File: config.mk
export PLATFORM = sky130hd
export DESIGN_NAME = sstf_disk_scheduler
export DESIGN_NICKNAME = d
export VERILOG_FILES = /design/src/hw/rtl/sstf_pkg.sv /design/src/hw/rtl/sstf_ram.sv /design/src/hw/rtl/sstf_disk_scheduler.sv
export SDC_FILE = /design/constraint.sdc
export NUM_CORES = 1
export LEC_CHECK = 0
export BUFFER_PORTS_ARGS = -buffer_cell sky130_fd_sc_hd__buf_4
export CAP_MARGIN = 25
export CORE_UTILIZATION = 57
export DETAILED_ROUTE_END_ITERATION = 16
export GPL_TIMING_DRIVEN = 0
export HOLD_SLACK_MARGIN = 0.03
export PLACE_DENSITY = 0.85
export SLEW_MARGIN = 5
export SYNTH_ARGS = -nofsm -noshare
export SYNTH_HDL_FRONTEND = slang
export SYNTH_SLANG_ARGS = --single-unit
File: constraint.sdc
create_clock -name clk -period 5.35 [get_ports clk]
set_input_delay 0.8025 -clock clk [delete_from_list [all_inputs] [get_ports clk]]
set_output_delay 0.8025 -clock clk [all_outputs]
set_load 0.005 [all_outputs]
File: src/hw/rtl/sstf_pkg.sv
// Shared types and constants for the shortest-seek-time-first disk scheduler.
// Holds the sequencer state type and the fixed field widths of the stream words.
// Depends on nothing.
package sstf_pkg;

	// Field widths of the request and result words
	localparam int CYL_W     = 16;
	localparam int MOVE_W    = 22;
	localparam int SUM_W     = 23;

	// Packed stream data widths, padded to whole bytes
	localparam int S_TDATA_W = 16;
	localparam int M_TDATA_W = 40;
	localparam int OUT_PAD_W = M_TDATA_W - CYL_W - MOVE_W;

	typedef enum logic [1:0] {
		ST_LOAD,
		ST_SCAN,
		ST_DRAIN,
		ST_EMIT
	} sstf_state_t;

endpackage

File: src/hw/rtl/sstf_ram.sv
// Generic single-write, single-read RAM with a registered read port.
// Used for the request store of the disk scheduler; depends on nothing.
module sstf_ram #(
	parameter int WIDTH  = 16,
	parameter int DEPTH  = 64,
	parameter int ADDR_W = (DEPTH > 1) ? $clog2(DEPTH) : 1
) (
	input  logic              clk,
	input  logic              wr_en,
	input  logic [ADDR_W-1:0] wr_addr,
	input  logic [WIDTH-1:0]  wr_data,
	input  logic              rd_en,
	input  logic [ADDR_W-1:0] rd_addr,
	output logic [WIDTH-1:0]  rd_data
);

	logic [WIDTH-1:0] mem_q [DEPTH];
	logic [WIDTH-1:0] rd_data_q;

	always_ff @(posedge clk) begin
		if (wr_en) begin
			mem_q[wr_addr] <= wr_data;
		end
		if (rd_en) begin
			rd_data_q <= mem_q[rd_addr];
		end
	end

	assign rd_data = rd_data_q;

endmodule

File: src/hw/rtl/sstf_disk_scheduler.sv
// Shortest-seek-time-first disk scheduler, top level.
// Depends on sstf_pkg (types, widths) and sstf_ram (request store).
//
// Usage: stream cylinder requests in, one per word, and mark the final
// request of a batch with tlast. Up to MAX_REQUESTS requests are kept;
// further ones are dropped, but a tlast on a dropped word still closes the
// batch. The head then starts at the configured start position and the
// block serves the batch: each pick takes the unserved request nearest the
// head (an equal distance goes to the earliest-loaded request) and sends
// out one result word carrying the served cylinder and the head movement
// summed so far. The result word of the final pick has tlast set and holds
// the batch total. Loading accepts one request word per cycle. Each pick
// scans every stored request through the single read port of the request
// store with one shared distance-and-compare unit; a result that the sink
// does not take stalls the next pick. The input side is not ready while a
// batch is being served. Write the start position on the configuration
// channel only while the block is idle; it is sampled when the batch
// closes.
module sstf_disk_scheduler #(
	parameter int MAX_REQUESTS = 64
) (
	input  logic                           clk,
	input  logic                           arst_n,

	// Configuration: start position of the head
	input  logic                           cfg_valid,
	output logic                           cfg_ready,
	input  logic [sstf_pkg::CYL_W-1:0]     cfg_data,

	// Request words
	input  logic                           s_axis_tvalid,
	output logic                           s_axis_tready,
	input  logic [sstf_pkg::S_TDATA_W-1:0] s_axis_tdata,  // [15:0] cylinder
	input  logic                           s_axis_tlast,  // last request of the batch

	// Result words
	output logic                           m_axis_tvalid,
	input  logic                           m_axis_tready,
	output logic [sstf_pkg::M_TDATA_W-1:0] m_axis_tdata,  // [15:0] served_cylinder,
	                                                      // [37:16] total_movement,
	                                                      // [39:38] zero
	output logic                           m_axis_tlast   // done_res: final result
);

	localparam int IDX_W = (MAX_REQUESTS > 1) ? $clog2(MAX_REQUESTS) : 1;
	localparam int CNT_W = IDX_W + 1;
	localparam int CYL_W = sstf_pkg::CYL_W;
	localparam int SUM_W = sstf_pkg::SUM_W;

	// Sequencer state and counters
	sstf_pkg::sstf_state_t state_q, state_nxt;
	logic [CNT_W-1:0]      cnt_q;      // requests stored in the batch
	logic [CNT_W-1:0]      k_q;        // results already sent
	logic [IDX_W-1:0]      addr_q;     // scan read address

	// Scan compare stage
	logic                  rd_vld_s1;
	logic [IDX_W-1:0]      idx_s1;
	logic [CYL_W-1:0]      rd_cyl;

	// Best candidate of the current pick
	logic                  found_q;
	logic [IDX_W-1:0]      best_idx_q;
	logic [CYL_W-1:0]      best_d_q;
	logic [CYL_W-1:0]      best_cyl_q;

	// Head, movement sum, served marks, start position
	logic [CYL_W-1:0]      head_q;
	logic [SUM_W-1:0]      sum_q;
	logic [SUM_W-1:0]      sum_nxt;
	logic [MAX_REQUESTS-1:0] served_q;
	logic [CYL_W-1:0]      start_q;

	// Output register
	logic                  out_vld_q;
	logic [CYL_W-1:0]      out_cyl_q;
	logic [sstf_pkg::MOVE_W-1:0] out_move_q;
	logic                  out_last_q;

	// Control strobes
	logic                  in_acc;
	logic                  store_ok;
	logic                  batch_start;
	logic                  last_addr;
	logic                  slot_free;
	logic                  emit;
	logic                  emit_last;
	logic [CNT_W-1:0]      k_inc;
	logic [CYL_W-1:0]      seek_d;
	logic                  better;

	// ------------------------------------------------------------------
	// Configuration: always ready, one register
	// ------------------------------------------------------------------
	assign cfg_ready = 1'b1;

	always_ff @(posedge clk or negedge arst_n) begin
		if (!arst_n) begin
			start_q <= '0;
		end else if (cfg_valid) begin
			start_q <= cfg_data;
		end
	end

	// ------------------------------------------------------------------
	// Request store
	// ------------------------------------------------------------------
	assign in_acc   = s_axis_tvalid && s_axis_tready;
	assign store_ok = cnt_q < CNT_W'(MAX_REQUESTS);

	sstf_ram #(
		.WIDTH (CYL_W),
		.DEPTH (MAX_REQUESTS),
		.ADDR_W(IDX_W)
	) u_store (
		.clk    (clk),
		.wr_en  (in_acc && store_ok),
		.wr_addr(cnt_q[IDX_W-1:0]),
		.wr_data(s_axis_tdata[CYL_W-1:0]),
		.rd_en  (state_q == sstf_pkg::ST_SCAN),
		.rd_addr(addr_q),
		.rd_data(rd_cyl)
	);

	// ------------------------------------------------------------------
	// Sequencer
	// ------------------------------------------------------------------
	assign last_addr = (CNT_W'(addr_q) + CNT_W'(1)) == cnt_q;
	assign slot_free = !out_vld_q || m_axis_tready;
	assign k_inc     = k_q + CNT_W'(1);

	always_ff @(posedge clk or negedge arst_n) begin
		if (!arst_n) begin
			state_q <= sstf_pkg::ST_LOAD;
		end else begin
			state_q <= state_nxt;
		end
	end

	always_comb begin
		state_nxt     = state_q;
		s_axis_tready = 1'b0;
		batch_start   = 1'b0;
		emit          = 1'b0;
		emit_last     = 1'b0;
		unique case (state_q)
			sstf_pkg::ST_LOAD: begin
				s_axis_tready = 1'b1;
				if (in_acc && s_axis_tlast) begin
					batch_start = 1'b1;
					state_nxt   = sstf_pkg::ST_SCAN;
				end
			end
			sstf_pkg::ST_SCAN: begin
				if (last_addr) begin
					state_nxt = sstf_pkg::ST_DRAIN;
				end
			end
			sstf_pkg::ST_DRAIN: begin
				// last read word is compared in this cycle
				state_nxt = sstf_pkg::ST_EMIT;
			end
			sstf_pkg::ST_EMIT: begin
				if (slot_free) begin
					emit      = 1'b1;
					emit_last = k_inc == cnt_q;
					state_nxt = emit_last ? sstf_pkg::ST_LOAD : sstf_pkg::ST_SCAN;
				end
			end
			default: begin
				state_nxt = sstf_pkg::ST_LOAD;
			end
		endcase
	end

	// Counters
	always_ff @(posedge clk or negedge arst_n) begin
		if (!arst_n) begin
			cnt_q  <= '0;
			k_q    <= '0;
			addr_q <= '0;
		end else begin
			if (in_acc && store_ok) begin
				cnt_q <= cnt_q + CNT_W'(1);
			end else if (emit_last) begin
				cnt_q <= '0;
			end
			if (batch_start) begin
				k_q <= '0;
			end else if (emit) begin
				k_q <= k_inc;
			end
			if (state_q == sstf_pkg::ST_SCAN) begin
				addr_q <= addr_q + IDX_W'(1);
			end else begin
				addr_q <= '0;
			end
		end
	end

	// ------------------------------------------------------------------
	// Shared distance and compare unit
	// ------------------------------------------------------------------
	always_ff @(posedge clk or negedge arst_n) begin
		if (!arst_n) begin
			rd_vld_s1 <= 1'b0;
		end else begin
			rd_vld_s1 <= state_q == sstf_pkg::ST_SCAN;
		end
	end

	always_ff @(posedge clk) begin
		idx_s1 <= addr_q;
	end

	assign seek_d = (head_q >= rd_cyl) ? (head_q - rd_cyl) : (rd_cyl - head_q);
	// strict compare keeps the earliest-loaded request on a tie
	assign better = rd_vld_s1 && !served_q[idx_s1] && (!found_q || seek_d < best_d_q);

	always_ff @(posedge clk or negedge arst_n) begin
		if (!arst_n) begin
			found_q <= 1'b0;
		end else if (batch_start || emit) begin
			found_q <= 1'b0;
		end else if (better) begin
			found_q <= 1'b1;
		end
	end

	always_ff @(posedge clk) begin
		if (better) begin
			best_idx_q <= idx_s1;
			best_d_q   <= seek_d;
			best_cyl_q <= rd_cyl;
		end
	end

	// ------------------------------------------------------------------
	// Head, movement and served marks
	// ------------------------------------------------------------------
	assign sum_nxt = sum_q + SUM_W'(best_d_q);

	always_ff @(posedge clk or negedge arst_n) begin
		if (!arst_n) begin
			head_q   <= '0;
			sum_q    <= '0;
			served_q <= '0;
		end else if (batch_start) begin
			head_q   <= start_q;
			sum_q    <= '0;
			served_q <= '0;
		end else if (emit) begin
			head_q               <= best_cyl_q;
			sum_q                <= sum_nxt;
			served_q[best_idx_q] <= 1'b1;
		end
	end

	// ------------------------------------------------------------------
	// Output register: hold the word until the sink takes it
	// ------------------------------------------------------------------
	always_ff @(posedge clk or negedge arst_n) begin
		if (!arst_n) begin
			out_vld_q <= 1'b0;
		end else if (emit) begin
			out_vld_q <= 1'b1;
		end else if (m_axis_tready) begin
			out_vld_q <= 1'b0;
		end
	end

	always_ff @(posedge clk) begin
		if (emit) begin
			out_cyl_q  <= best_cyl_q;
			out_move_q <= sum_nxt[sstf_pkg::MOVE_W-1:0];
			out_last_q <= emit_last;
		end
	end

	assign m_axis_tvalid = out_vld_q;
	assign m_axis_tdata  = {{sstf_pkg::OUT_PAD_W{1'b0}}, out_move_q, out_cyl_q};
	assign m_axis_tlast  = out_last_q;

`ifndef ASSERT_OFF
	// Hold a waiting result word until the sink takes it
	a_out_hold: assert property (@(posedge clk) disable iff (!arst_n)
		(m_axis_tvalid && !m_axis_tready) |=>
			(m_axis_tvalid && $stable(m_axis_tdata) && $stable(m_axis_tlast)))
		else $error("result word changed while waiting");

	// One served mark per result sent during serving
	a_marks_match: assert property (@(posedge clk) disable iff (!arst_n)
		(state_q != sstf_pkg::ST_LOAD) |-> ($countones(served_q) == int'(k_q)))
		else $error("served marks out of step with result count");

	// A pick always has a candidate when it is sent
	a_found_emit: assert property (@(posedge clk) disable iff (!arst_n)
		(state_q == sstf_pkg::ST_EMIT) |-> found_q)
		else $error("pick without candidate");

	// Stored request count stays within capacity
	a_cnt_cap: assert property (@(posedge clk) disable iff (!arst_n)
		cnt_q <= CNT_W'(MAX_REQUESTS))
		else $error("request count beyond capacity");
`endif

endmodule
Yosys cells after proc, flatten, opt, wreduce, memory -nomap -nowiden
Memories as Yosys holds them, arrays and structs flattened. A register that Yosys moved wholly into a read port is not among the register bits.
Index checks and enable logic that the tools add are counted.
{ "word_totals": {"reg_bits": 227, "mem_bits_rw": 1024, "input_bits": 38, "wordCells": 93, "n_memories": 1} }
{ "memory_table": {"columns": ["name", "depth", "word_bits", "read_ports", "rd_clocked_by_memory_dff", "wr", "line_no", "source"], "rows": [
  ["u_store.mem_q", 64, 16, 1, 1, 1, "sstf_ram.sv:17", "logic [WIDTH-1:0] mem_q [DEPTH];"]
]} }
{ "classes": {"addsub": 7, "order_cmp": 6, "n_eq_ne": 8, "mux": 34, "bitwise_logic": 1, "reduce_logical": 18} }
{ "ops": {"columns": ["op", "n"], "rows": [
  ["2-to-1 mux 64 bit", 2],
  ["OR 64 bit", 1],
  ["2-to-1 mux 16 bit", 3],
  ["2-to-1 mux 23 bit", 2],
  ["subtractor 16 bit", 2],
  ["2-to-1 mux 7 bit", 4],
  ["adder 23 x 16 -> 23 bit", 1],
  [">= comparator 16 bit", 1],
  ["< comparator 16 bit", 1],
  ["2-to-1 mux 1 bit", 16],
  ["adder 7 x 1 -> 7 bit, second input constant", 2],
  ["== test 7 bit", 2],
  ["< comparator 6 x 7 -> 1 bit, second input constant", 2],
  ["case mux 2 bit (4 select lines)", 1],
  ["nonzero test 2 bit", 4],
  ["adder 6 x 1 -> 7 bit, second input constant", 1],
  ["< comparator 7 bit, second input constant", 1],
  ["adder 6 x 1 -> 6 bit, second input constant", 1],
  ["binary-select mux 1 bit (select 6 bit)", 1],
  ["demux 1 bit (select 6 bit)", 1],
  [">= comparator 6 x 1 -> 1 bit, second input constant", 1],
  ["logical AND 1 bit", 6],
  ["2-to-1 mux 2 bit", 3],
  ["2-to-1 mux 6 bit", 1],
  ["7 further kinds", 14]
]} }

Longest topological paths before layout
{ "depth": {"depth_word": 8, "mapped_depth": 18, "ltp_nobuf": 18} }

Cells and area by module
Synthesis repeated with hierarchy kept, for this count alone.
{ "hier_totals": {"cells_unflattened": 2881, "area_unflattened_um2": 51956.1} }
{ "modules_own_cells": {"columns": ["module", "instances", "cells_each", "area_each_um2"], "rows": [
  ["sstf_ram", 1, 1829, 40202.3],
  ["sstf_disk_scheduler", 1, 1052, 11753.8]
]} }

Least setup slack after synthesis
No wires, ideal clock.
{ "synth_timing": {"path_type": "register to register", "from": "reg head_q[0]", "to": "reg best_cyl_q[0], enable pin", "arrival_time_ps": 4584, "setup_slack_ps": 367, "stages_incl_launch_ff": 19, "synth_period_minus_slack_ps": 4983, "cell_sequence": "dfrtp_1 > inv_1 > ha_1 > inv_1 > fa_1 > a21o_1 > a221oi_1 > a21o_1 > o211ai_2 > buf_2 > mux2_1 > ha_1 > a21boi_0 > o21a_1 > o21a_1 > o21a_1 > o21a_1 > o41ai_1 > and3_1"} }
{ "synth_via": {"elab_chain_cells": 5, "word_cells_on_any_way": 7, "cone_classes": "2 x add/sub; 2 x order compare; 1 x mux; 2 x reduce/logical"} }
{ "synth_rtl": {"columns": ["item", "line_no", "source"], "rows": [
  ["start: declaration", "sstf_disk_scheduler.sv:68", "logic [CYL_W-1:0] head_q;"],
  ["start signal: assignment", "sstf_disk_scheduler.sv:249", "head_q <= start_q;"],
  ["start signal: assignment", "sstf_disk_scheduler.sv:253", "head_q <= best_cyl_q;"],
  ["subtractor 16 bit / >= comparator 16 bit (equally long branches)", "sstf_disk_scheduler.sv:216", "assign seek_d = (head_q >= rd_cyl) ? (head_q - rd_cyl) : (rd_cyl - head_q);"],
  ["2-to-1 mux 16 bit *", "sstf_disk_scheduler.sv:216", null],
  ["named net seek_d[1]", "sstf_disk_scheduler.sv:89", "logic [CYL_W-1:0] seek_d;"],
  ["< comparator 16 bit *", "sstf_disk_scheduler.sv:218", "assign better = rd_vld_s1 && !served_q[idx_s1] && (!found_q || seek_d < best_d_q);"],
  ["logical OR 1 bit *", "sstf_disk_scheduler.sv:218", null],
  ["logical AND 1 bit *", "sstf_disk_scheduler.sv:218", null],
  ["named net better", "sstf_disk_scheduler.sv:90", "logic better;"],
  ["end signal: assignment", "sstf_disk_scheduler.sv:234", "best_cyl_q <= rd_cyl;"],
  ["end: declaration", "sstf_disk_scheduler.sv:65", "logic [CYL_W-1:0] best_cyl_q;"]
]} }
Mark *: on every way through the listed nets, which the timed path passes. The rest lies on a longest branch.
A chain may end at the register's enable or synchronous reset.

Final worst setup path
{ "layout_timing": {"from": "reg u_store.rd_data_q[8], in the netlist u_store.rd_data[8], read port of u_store.mem_q", "to": "reg best_idx_q[2], enable pin"} }
{ "layout_via": {"elab_chain_cells": 5, "word_cells_on_any_way": 7, "cone_classes": "2 x add/sub; 2 x order compare; 1 x mux; 2 x reduce/logical"} }
{ "layout_rtl": {"columns": ["item", "line_no", "source"], "rows": [
  ["start: declaration", "sstf_ram.sv:18", "logic [WIDTH-1:0] rd_data_q;"],
  [">= comparator 16 bit", "sstf_disk_scheduler.sv:216", null],
  ["2-to-1 mux 16 bit", "sstf_disk_scheduler.sv:216", null],
  ["named net seek_d[1]", "sstf_disk_scheduler.sv:89", null],
  ["< comparator 16 bit", "sstf_disk_scheduler.sv:218", null],
  ["logical OR 1 bit", "sstf_disk_scheduler.sv:218", null],
  ["logical AND 1 bit", "sstf_disk_scheduler.sv:218", null],
  ["end signal: assignment", "sstf_disk_scheduler.sv:232", "best_idx_q <= idx_s1;"],
  ["end: declaration", "sstf_disk_scheduler.sv:63", "logic [IDX_W-1:0] best_idx_q;"]
]} }
The timed path passes the listed nets, and every way through them passes these cells.

==> metrics.md <==
| Metric | Value |
|---|---|
| Synth Flop Type | `edfxtp_1` |
| Worst r2r src | `u_store.rd_data[8]$_DFFE_PP_` |
| WHS | `about 0.19 ns` |
| DRC viols | `0` |
| WP data required | `approximately 5.7 ns` |
| Crit path capture type | `register` |
| Synth cell count leaders | `edfxtp_1 (1117), mux4_2 (353), nor2_1 (190)` |
| Fill cell count | `5385` |
| Pwr dens | `between 300 and 400 mW/mm²` |
| Syn Std Cell Area | `between 0.05 and 0.06 mm²` |
| Ports | `82` |
| Vias in the first global route | `~29000` |
| CTS root buf | `clkbuf_16` |
| Post-Syn Area per Cell | `~19 µm²` |
| Wire per inst | `roughly 34 µm` |
| YS warnings | `0` |
| Worst R2R End | `best_idx_q[2]$_DFFE_PP_` |
| Area grow syn2layout | `12.7%` |
| Crit share post-route | `a little over nine tenths` |
| Clock-pin slew on the worst setup and hold paths | `~0.070 ns` |
| Initial DRC Count | `between 4000 and 5000` |
| Reg area | `0.0372 mm²` |
| Share of cells above drive strength 1 | `between 20% and 30%` |
| Mapped Cells | `approximately 2700` |
| Hold buffer count at CTS | `0` |
| Final setup fails | `0` |
| Die span in x | `a little over 300 µm` |
| Final GP Congestion | `between 0.9 and 1` |
| Starting Density | `just under 60%` |
| Met2 wire len | `between 70000 and 80000 µm` |
| Crit start category | `register` |
| CTS tree | `yes` |
| Row Count | `around 110` |
| Clk_lat worst skew | `about 0.74 ns` |
| Worst EP arrival | `approximately 5.6 ns` |
| CTS Sinks | `roughly 1300` |
| CP cell instances | `inv_1 > ha_1 > clkbuf_1 > nand2_1 > a311oi_1 > nand2_1 > o211ai_4 > buf_2 > mux2_1 > ha_1 > a21boi_0 > o21a_1 > o21a_1 > o21a_1 > o21a_1 > o41ai_4 > and3_4` |
| Hold Path Class | `input pin to async pin` |
| Crit-path max FO | `19` |
| H-tree Lvls | `3` |
| Async SR Flop Fraction | `between 10% and 20%` |
| Gr usage total | `roughly a third` |
| Max-Cap Viols | `0` |
| Initial antenna violation count | `18` |
| Placed Cells | `3954` |
| Type of the worst setup path | `register to register` |
| Final Core Density | `65.2%` |
| Final WL | `about 140000 µm` |
| Largest delay contributor family on the critical path | `compound AO/OA/AOI/OAI gates` |
| Flops & latches, synth | `1266` |
| Vias per cell | `around 6.9` |
| Via Count | `approximately 29000` |
| Fmax | `roughly 0.19 GHz` |
| Leakage | `roughly 0.020 µW` |
| Post-Route Setup TNS | `0 ns` |
| Port-buffer cells | `77` |
| Top-count cell post-synth | `edfxtp_1` |
| Top cell type's share of synthesized area | `65.3%` |
| Reg2Reg Depth | `17` |
| First-pass GRT wire length | `~200000 µm` |
| Least-Margin Pin Slew | `~1.1 ns` |
| First-pass DRT Iterations | `6` |
| Multi-input gate area | `between 0.01 and 0.015 mm²` |
| Congestion Overflow GR | `0` |
| Non-Filler Instances | `roughly 4200` |
| Clk buf depth | `3` |
| Setup Buffers After CTS | `0` |
| Fin. max-slew vios | `0` |
| Post-detail-place hpwl | `around 80000 µm` |
| Final min period | `about 5.2 ns` |
| Critical path's slowest cell | `and3_4` |
| Slew HR | `a little over a quarter` |
| Hold Fails Final Rpt | `0` |
| Clk_skew | `between 0.06 and 0.07 ns` |
| Critical path's most frequent cell | `o21a_1` |
| Status | `finished clean` |
| Die Span Y | `302 µm` |
| Top sig layer | `met5` |
| Register-to-Register Setup Slack | `0.16 ns` |
| CORE AREA | `about 0.09 mm²` |
| DRT met1 WL | `roughly 45000 µm` |
| Largest area contributor in the netlist | `edfxtp_1` |
| Largest net degree at the start of global routing | `between 90 and 100` |
| Fin area | `0.0579 mm²` |
| Post-synthesis sequential area ratio | `between 70% and 80%` |
| Routed Antenna Nets | `0` |
| Post-synth EDFFs | `~1100` |
| Area after DPL | `0.0539 mm²` |
| Peak VDD IR | `374 µV` |
| Cell variety after synth | `between 60 and 70` |
| Worst setup startpoint | `u_store.rd_data[8]$_DFFE_PP_` |
| Routed wl met3 | `about 15000 µm` |
| Final net count | `just over 3000` |
| Die footprint | `between 0.09 and 0.1 mm²` |
| Largest cells by area after synthesis | `edfxtp_1 (65%), mux4_2 (15%), dfrtp_1 (7.0%), ha_1 (1.7%), nor2_1 (1.4%)` |
| Slowest stage delay, CP | `around 0.47 ns` |
| Num CTS Buffers | `around 120` |
| Worst Path Buf+Inv | `3` |
-- logic make-up after synthesis --
logic type	after synthesis	synth area share (%)
AO/OA/AOI/OAI	269	3.19
other	2	0.0146
multiplexers	385	16.1
XOR/XNOR	54	0.950
buffers and inverters	209	1.69
adder cells (fa/ha/maj)	71	1.77
flip-flops	1266	72.5
AND/OR/NAND/NOR	428	3.73
-- per-layer routing --
layer	up-vias	track usage (%)
li1	11300	-
met3	594	7.90
met2	2506	52.9
met1	14600	37.5
met5	-	0
met4	18	19.2
-- worst max path at each step --
stage,end,slack (ns),cells after the start
floorplan,best_cyl_q[0]$_DFFE_PP_,0.37,18
global placement,best_cyl_q[3]$_DFFE_PP_,-0.68,18
detailed placement,best_cyl_q[4]$_DFFE_PP_,-0.18,18
CTS,best_d_q[1]$_DFFE_PP_,0.05,17
global route,best_idx_q[0]$_DFFE_PP_,-0.04,17
finish,best_idx_q[2]$_DFFE_PP_,0.16,17
-- per-stage QoR --
| stage | setup WS [ns] | power [µW] |
|---|---|---|
| after detailed placement | -0.184 | 11200 |
| final | 0.164 | 19400 |
| after global routing | -0.0418 | 19700 |
| after floorplan | 0.367 | 11000 |
| after global placement | -0.677 | 11100 |
| after CTS | 0.0520 | 19300 |
-- state kept, by name, indices dropped and copies added (netlist names), 2 cells and up --
register and count:
best_cyl_q 16, addr_q 6, start_q 16, best_d_q 16, cnt_q 7, out_move_q 22
best_idx_q 6, u_store.rd_data 16, head_q 16, sum_q 22, out_cyl_q 16, k_q 7
served_q 64, state_q 2, idx_s1 6, u_store.mem_q 1024
-- repair_timing --
action	4_1_cts	5_1_grt
setup endpoints to repair	38	38
hold endpoints to repair	0	0
gates cloned	0	2
pin swaps	0	2
resized for setup	2	4
-- placed cells by master (no fill, tap or decap), types with 14 or more instances in the layout --
cell,netlist,layout
nor2_1,190,134
xnor2_1,31,31
nor3_1,23,23
buf_2,25,26
edfxtp_1,1117,1117
buf_4,6,88
ha_1,68,68
buf_6,4,17
buf_8,0,15
mux2i_1,14,14
nand3_1,22,22
nand2_1,105,105
clkinv_1,0,19
inv_1,63,63
nand4_1,14,14
a21o_1,30,30
clkinv_2,0,26
a21oi_1,129,129
clkbuf_16,0,120
xor2_1,22,22
dfrtp_1,143,143
o21ai_0,16,16
mux4_2,353,353
mux2_2,16,16
a31oi_1,23,23
clkbuf_1,83,111
buf_1,27,27
nor2_2,0,56
-- layout make-up --
class                      instances  share of cell area, %
clock buffer                     152                   5.45
tap                             1165                   2.52
multi-input combinational       1212                   23.2
antenna                            8                 0.0346
clock inverter                    68                   1.14
sequential                      1266                   64.3
inverter                          64                  0.415
buffer                           145                   1.09
timing repair buffer             113                   1.80
-- where the power goes --
group          leakage, µW  internal, µW  switching, µW  total [µW]
clock network      0.00186          4610           3770        8390
registers           0.0121         10700           8.75       10800
logic              0.00558          31.0            176         207
total               0.0195         15400           3960       19400
Power figures use the tool's default switching activity.
